### src/rtl/v4n_pkg.sv
// Shared widths and types for the four-component vector normaliser.
package v4n_pkg;

   localparam int CompWidth = 16;
   localparam int SumWidth = 33;
   localparam int MagWidth = 17;
   localparam int DivWidth = 31;
   localparam int QuotWidth = 17;
   localparam int UnitOne = 16384;
   localparam int NumComp = 4;

   typedef logic [CompWidth-1:0] abs_type;

   // Per-component state travelling down the divider.
   typedef struct packed {
      logic [DivWidth-1:0] rem;
      logic [QuotWidth-1:0] quot;
      logic neg;
   } div_lane_type;

endpackage

### src/rtl/v4n_sqrt.sv
// Pipelined floored square root of the sum of squares, one result bit per stage.
module v4n_sqrt (
   input  logic clock,
   input  logic reset,
   input  logic in_valid,
   input  logic [v4n_pkg::SumWidth-1:0] in_sum,
   input  logic [v4n_pkg::NumComp*v4n_pkg::CompWidth-1:0] in_comp,
   output logic out_valid,
   output logic [v4n_pkg::MagWidth-1:0] out_mag,
   output logic [v4n_pkg::NumComp*v4n_pkg::CompWidth-1:0] out_comp
);

   localparam int Steps = v4n_pkg::MagWidth;
   localparam int RemWidth = v4n_pkg::MagWidth + 2;
   localparam int PadWidth = 2 * Steps;

   logic [Steps:0] valid_ff;
   logic [PadWidth-1:0] sum_ff [Steps+1];
   logic [RemWidth-1:0] rem_ff [Steps+1];
   logic [v4n_pkg::MagWidth-1:0] root_ff [Steps+1];
   logic [v4n_pkg::NumComp*v4n_pkg::CompWidth-1:0] comp_ff [Steps+1];

   // The sum is widened to an even number of bits so that every stage brings
   // down a full pair.
   always_comb begin
      valid_ff[0] = in_valid;
      sum_ff[0] = PadWidth'(in_sum);
      rem_ff[0] = '0;
      root_ff[0] = '0;
      comp_ff[0] = in_comp;
   end

   // Restoring square root: bring down two bits, try 4*root+1.
   for (genvar s = 0; s < Steps; s++) begin : g_step
      logic [RemWidth-1:0] rem_try;
      logic [RemWidth-1:0] trial;
      logic [RemWidth-1:0] rem_in;
      logic [v4n_pkg::MagWidth-1:0] root_in;
      always_comb begin
         rem_try = {rem_ff[s][RemWidth-3:0],
                    sum_ff[s][2*(Steps-1-s)+1 -: 2]};
         trial = {root_ff[s], 2'b01};
         if (rem_try >= trial) begin
            rem_in = rem_try - trial;
            root_in = {root_ff[s][v4n_pkg::MagWidth-2:0], 1'b1};
         end else begin
            rem_in = rem_try;
            root_in = {root_ff[s][v4n_pkg::MagWidth-2:0], 1'b0};
         end
      end
      always_ff @(posedge clock) begin
         if (reset) begin
            valid_ff[s+1] <= 1'b0;
         end else begin
            valid_ff[s+1] <= valid_ff[s];
         end
         sum_ff[s+1] <= sum_ff[s];
         rem_ff[s+1] <= rem_in;
         root_ff[s+1] <= root_in;
         comp_ff[s+1] <= comp_ff[s];
      end
   end

   assign out_valid = valid_ff[Steps];
   assign out_mag = root_ff[Steps];
   assign out_comp = comp_ff[Steps];

endmodule

### config.mk
export PLATFORM = sky130hd
export DESIGN_NAME = v4n_sqrt
export DESIGN_NICKNAME = d
export VERILOG_FILES = /design/src/rtl/v4n_pkg.sv /design/src/rtl/v4n_sqrt.sv
export SDC_FILE = /design/constraint.sdc
export NUM_CORES = 1
export LEC_CHECK = 0
export BUFFER_PORTS_ARGS = -buffer_cell sky130_fd_sc_hd__buf_4
export CAP_MARGIN = 20
export CORE_UTILIZATION = 40
export CTS_BUF_LIST = sky130_fd_sc_hd__clkbuf_2 sky130_fd_sc_hd__clkbuf_4 sky130_fd_sc_hd__clkbuf_8
export DETAILED_ROUTE_END_ITERATION = 8
export SYNTH_ARGS = -nofsm -noshare
export SYNTH_HDL_FRONTEND = slang
export SYNTH_SLANG_ARGS = --single-unit
### constraint.sdc
create_clock -name clock -period 2.9 [get_ports clock]
set_clock_uncertainty 0.05 [all_clocks]
set_input_delay 0.58 -clock clock [delete_from_list [all_inputs] [get_ports clock]]
set_output_delay 0.58 -clock clock [all_outputs]
set_load 0.1 [all_outputs]
==> reports/results.ini, run 1 <==
[synth]
syn_inst = 3475
ys_async_sr_fraction = 0
synthFlopType = dfxtp_1
ys_types = 72
netlist.area_leader.share = 0.761
seq_area_frac_synth = 0.761
yosys_register_bits = 1773
synth_area_per_cell_um2 = 13.4
postSynthNetCount = 3744
synth-edff-count = 0
yosysMostFrequentCell = dfxtp_1
yosysWarnings = 0
synth_area_leaders = dfxtp_1 76%, ha_1 4.5%, xnor2_1 1.7%
synth_top_area_cell = dfxtp_1
synth_common_cells = 1773 x dfxtp_1, 203 x inv_1, 169 x ha_1
syn-cell-area_um2 = 46600

[detailed_routing]
routedWlPerCell_um = 11.2
vias = 23900
wl_mm = 63.6
ant_nets = 0
viasPerCell = 4.20
firstDrtPassIters = 4
drc = 0
drt-initial-drc-count = 787

[grt]
antenna_found_initial = 2
grt_overflow = 0
grt_pass1_wl_mm = 105
grt_max_degree = 31
grt_pass1_vias = 23900
grtUsageTotal = 0.108

[worst_hold_path]
worstHoldPathType = reg -> reg
worstHoldPathCells = 0

[worst_setup_path]
crit_arrival_ps = 3340
start_kind = flip-flop
cp_max_fo = 15
r2r_cells = 9
crit_type = reg -> reg
crit_path_end_kind = flip-flop
crit_required_ps = 3580

[status]
outcome = complete, no violations

[pwr]
vdd_drop_max_uv = 543
power.density_nw_per_um2 = 980
p_leak_nw = 25.2

[cts]
cts_max_level = 5
insertion_delay_ps = 900
clkTransAtPathRegs_ps = 60
cts.sinks = 1773
cts_tree = done
cts_made_buffers = 291
cts_root_buffer = clkbuf_8
postCtsSetupBuffers = 0
clockBufferDepth = 4

[timing]
setup_tns_ps = 0
finalHoldViolCount = 0
report.final.slew_viol_count = 0
worstMarginPinSlew_ps = 665
relSlewSlack = 0.556
max_freq_mhz = 376
setup_viol = 0
post-route-period-util = 0.918
min_period_ps = 2660
rsz0062_at_grt = false

[finish]
drive_above_1_share = 0.182
register_area_um2 = 35500
fillCellCount = 10100
syn2layout_area_growth_pct = 21.0
final_cells = 5685
final_nets = 4253
multi_input_area_um2 = 9780

[floorplanning]
start_util = 0.406
die_w_um = 343
die_area_um2 = 118000
core-area_um2 = 115000
die_h_um = 343
rows = 124
io_pins = 182

[place]
port_buffers = 181
hpwl_mm = 40.3
dp.cells = 5103
gp_congestion = 0.858

[job]
drv_cap = 0

-- registers in the layout, indices dropped and copies added, names as in the netlist --
register	cells
sum_ff	240
out_valid	1
comp_ff	1024
out_mag	17
g_step.rem_try	275
out_comp	64
g_step.trial	136
valid_ff	16
-- layout by cell type, fill, tap and decap left out, drive strengths merged, types with 50 or more instances in the layout --
| cell | instances |
|---|---|
| a21oi | 121 |
| buf | 212 |
| clkbuf | 443 |
| dfxtp | 1773 |
| dlygate4sd3 | 100 |
| ha | 169 |
| inv | 206 |
| nand2 | 131 |
| nor2 | 146 |
| nor3 | 50 |
| o21ai | 130 |
| xnor2 | 93 |
| xor2 | 78 |
-- kinds of logic after synthesis --
logic type,share of synthesized area
other cells,0.0000804
flops,0.761
compound gates,0.0594
xor+xnor,0.0321
simple gates,0.0608
buf+inv,0.0297
fa+ha+maj,0.0453
mux,0.0113
-- cell type report --
| cell class | count | share of cell area |
|---|---|---|
| repair buffers | 312 | 0.0462 |
| clock buffers | 443 | 0.0982 |
| well taps | 1512 | 0.0335 |
| flip-flops and latches | 1773 | 0.629 |
| clock inverters | 38 | 0.00597 |
| diodes | 1 | 0.0000444 |
| inverters | 206 | 0.0137 |
| multi-input cells | 1400 | 0.173 |
-- where the power goes --
part	internal, mW	switching [mW]	total (mW)
Combinational	2.80	3.32	6.13
Clock	12.5	8.69	21.1
Sequential	26.8	1.18	28.0
-- worst max-delay path: stages (launching register included) --
cell	delay, ps
dfxtp_1	320
inv_1	40
ha_1	340
o21a_1	160
nor4_1	60
o21ai_0	390
nand2_1	170
o31ai_2	320
a21bo_4	320
mux2_2	360
-- timing repair --
item,in CTS,in global routing
hold buffers,100,0
endpoints found under the hold margin,114,0
endpoints found under the setup margin,0,14
gates resized for setup,0,2
-- final timing paths --
check	from	slack, ps	end
worst max-delay path	g_step[14].trial[2]$_DFF_P_	240	g_step[15].rem_try[8]$_DFF_P_
worst min-delay path	comp_ff[862]$_DFF_P_	230	comp_ff[798]$_DFF_P_
worst max register to register	g_step[14].trial[2]$_DFF_P_	240	g_step[15].rem_try[8]$_DFF_P_
worst min register to register	comp_ff[862]$_DFF_P_	230	comp_ff[798]$_DFF_P_
-- stage by stage --
stage	hold WS [ps]	instance area, um2	worst slack [ps]	power, mW	utilization
after floorplan	260	46600	408	33.0	-
after global placement	260	49500	181	34.5	0.431
after detailed placement	262	49500	166	34.6	0.431
after CTS	124	56400	72.7	56.3	0.491
after global routing	159	56400	92.6	58.4	0.491
final	231	56400	237	55.3	0.491
-- layer usage --
metal / wire, um / global-route usage / part of all wire
met1: 27400 / 0.117 / 0.43
met5: 10 / 0 / 0.00016
met3: 3160 / 0.0346 / 0.050
met2: 30300 / 0.183 / 0.48
met4: 2780 / 0.0713 / 0.044
Note: power is estimated with default switching activity, not from simulation.
==> inputs of run 2 (changes only) <==
--- a/config.mk
+++ b/config.mk
@@ -7,9 +7,11 @@
 export LEC_CHECK = 0
 export BUFFER_PORTS_ARGS = -buffer_cell sky130_fd_sc_hd__buf_4
 export CAP_MARGIN = 20
-export CORE_UTILIZATION = 40
+export CORE_UTILIZATION = 57
 export CTS_BUF_LIST = sky130_fd_sc_hd__clkbuf_2 sky130_fd_sc_hd__clkbuf_4 sky130_fd_sc_hd__clkbuf_8
+export CTS_CLUSTER_SIZE = 28
 export DETAILED_ROUTE_END_ITERATION = 8
+export PLACE_DENSITY = 0.77
 export SYNTH_ARGS = -nofsm -noshare
 export SYNTH_HDL_FRONTEND = slang
 export SYNTH_SLANG_ARGS = --single-unit
==> constraint.sdc (replaced) <==
create_clock -name clock -period 2.2 [get_ports clock]
set_clock_uncertainty 0.05 [all_clocks]
set_input_delay 0.44 -clock clock [delete_from_list [all_inputs] [get_ports clock]]
set_output_delay 0.44 -clock clock [all_outputs]
set_load 0.1 [all_outputs]
==> run 2 against run 1 <==
- sequential power grew 33%
- clock-buffer cell count shrank 38
- largest power group unchanged
- combinational power rose by 94%
- the flow now finishes with violations (design-rule violations, negative setup slack)
- critical path depth shrank 3
- flip-flop and latch count unchanged
==> reports/results.ini, run 2 (synthesis results as in run 1) <==
[status]
outcome = complete, but fails checks
violations = design-rule violations, negative setup slack

[finish]
drive_above_1_share = 0.331  ; +0.149
syn2layout_area_growth_pct = 30.7
final_nets = 4600  ; +8.2%
largest_reg_flops = 1024  ; unchanged
final_cell_mix = 1702 x dfxtp_1, 522 x buf_4, 332 x clkbuf_8, 179 x inv_1, 122 x nor2_1
finalInstanceArea_um2 = 60900  ; +8.0%
layout_commonest_cell = dfxtp_1
regMostFlops = comp_ff

[worst_hold_path]
holdPathEnd = sum_ff[550]$_DFF_P_
worstHoldPathType = in -> reg
worstHoldStart = in_sum[6]
worstHoldPathCells = 2  ; +2

[worst_setup_path]
r2r_cells = 6  ; -3
start_kind = flip-flop
cp_max_fo = 3  ; -12
cpMaxStageDelayCell = or4_4
crit_path_end_kind = flip-flop
rr_endpoint = g_step[11].rem_try[6]$_DFF_P_
critPathMaxStageDelay_ps = 530  ; +140 ps
cpMostUsedCell = or4_4
crit_required_ps = 2920  ; -660 ps
cpLargestDelayFamily = simple AND/OR/NAND/NOR gates
path_buf_inv = 1  ; unchanged
timing.rr.start = g_step[10].rem_try[14]$_DFF_P_
worstPathCellList = or4_4, or4_4, a31oi_4, nor3b_4, inv_2, mux2_4
crit_type = reg -> reg
rrSetupSlack_ps = -150  ; -380 ps
crit_arrival_ps = 3070  ; -270 ps

[detailed_routing]
routedWlPerCell_um = 14.7  ; +31%
wl_mm = 81.6  ; +28%
drc = 8  ; +8
drt-initial-drc-count = 872  ; +11%
ant_nets = 0  ; unchanged
viasPerCell = 4.69  ; +12%
firstDrtPassIters = 9  ; +5
vias = 26100  ; +9.4%

[cts]
cts_tree = done
clockBufferDepth = 4  ; unchanged
insertion_delay_ps = 930  ; +30 ps
cts_max_level = 5  ; unchanged
cts.sinks = 1773  ; unchanged
cts_made_buffers = 276  ; -5.2%
clkTransAtPathRegs_ps = 70  ; about the same
cts_root_buffer = clkbuf_8

[grt]
grt_max_degree = 20  ; -35%
grtUsageTotal = 0.189  ; +0.0808
grt_pass1_wl_mm = 126  ; +19%
grt_overflow = 0  ; unchanged
grt_pass1_vias = 27100  ; +14%
antenna_found_initial = 2  ; unchanged

[timing]
fin_ws_ps = -147  ; -384 ps
setup_tns_ps = -3400  ; -3400 ps
rsz0062_at_grt = true
min_period_ps = 2350  ; -316 ps
post-route-period-util = 1.07  ; +0.148
setup_viol = 51  ; +51
finalHoldViolCount = 0  ; unchanged
report.final.slew_viol_count = 0  ; unchanged
max_freq_mhz = 426  ; +13%

[place]
hpwl_mm = 45.0  ; +12%
gp_congestion = 0.877  ; +2.1%
placed_area_um2 = 51400  ; +3.9%
post-place-ws_ps = -161  ; -327 ps
port_buffers = 181  ; unchanged

[floorplanning]
io_pins = 182  ; unchanged
die_w_um = 288  ; -16%
rows = 104  ; -16%
die_area_um2 = 83000  ; -30%
start_util = 0.578  ; +0.172
core-area_um2 = 80700  ; -30%
die_h_um = 288  ; -16%

[pwr]
vdd_drop_max_uv = 1180  ; +120%
p_leak_nw = 27.2  ; +7.9%
power.density_nw_per_um2 = 1260  ; +28%

[job]
drv_cap = 0  ; unchanged

[run 2: worst max path at each step]
| stage | start | end | cells past startpoint |
|---|---|---|---|
| after CTS | g_step[10].trial[2]$_DFF_P_ | g_step[11].rem_try[17]$_DFF_P_ | 9 |
| after floorplan | g_step[10].rem_try[14]$_DFF_P_ | g_step[11].rem_try[16]$_DFF_P_ | 7 |
| final | g_step[10].rem_try[14]$_DFF_P_ | g_step[11].rem_try[6]$_DFF_P_ | 6 |
| after detailed placement | g_step[12].trial[2]$_DFF_P_ | g_step[13].rem_try[18]$_DFF_P_ | 9 |
| after global placement | g_step[10].trial[2]$_DFF_P_ | g_step[11].rem_try[17]$_DFF_P_ | 9 |
| after global routing | g_step[10].rem_try[14]$_DFF_P_ | g_step[11].rem_try[11]$_DFF_P_ | 8 |
[run 2: layout make-up]
class,instances,area [um2]
sequential,1773,35600
fill,4645,19800
multi-input combinational,1400,12100
timing repair buffer,674,5620
clock buffer,405,5120
tap,1060,1330
inverter,206,786
clock inverter,45,430
antenna,2,5.00
[run 2: layer usage]
metal  share of wire  global-route usage  routed length [um]
met1            0.37               0.183               30100
met2            0.56               0.368               45800
met3           0.036              0.0481                2980
met4           0.033              0.0901                2720
met5               0                   0                   0
[run 2: timing repair]
action	in CTS	in global routing
endpoints found under the hold margin	114	0
pin swaps	73	119
endpoints found under the setup margin	165	213
setup buffers	31	53
hold buffers	100	0
resized for setup	216	354
cloned	5	3
[run 2: power breakdown]
| group | total (mW) | switching (mW) | internal [mW] |
|---|---|---|---|
| sequential | 37.3 | 1.89 | 35.4 |
| combinational | 11.9 | 5.71 | 6.23 |
| clock | 27.3 | 11.8 | 15.6 |
[run 2: worst register-to-register path, stage by stage, from the launching register on]
cell     delay (ps)
dfxtp_2         320
or4_4           530
or4_4           450
a31oi_4         160
nor3b_4         270
inv_2           130
mux2_4          310
[run 2: metrics by stage]
| stage | hold slack, ps | total power [mW] | util | instances |
|---|---|---|---|---|
| 4_1_cts | 7.99 | 75.6 | 0.732 | 5513 |
| 2_1_floorplan | 260 | 43.9 | - | 3475 |
| 3_5_place_dp | 262 | 47.2 | 0.638 | 4927 |
| 6_report | 100 | 76.6 | 0.755 | 5565 |
| 3_3_place_gp | 260 | 46.9 | 0.638 | 4927 |
| 5_1_grt | 43.5 | 80.3 | 0.755 | 5565 |
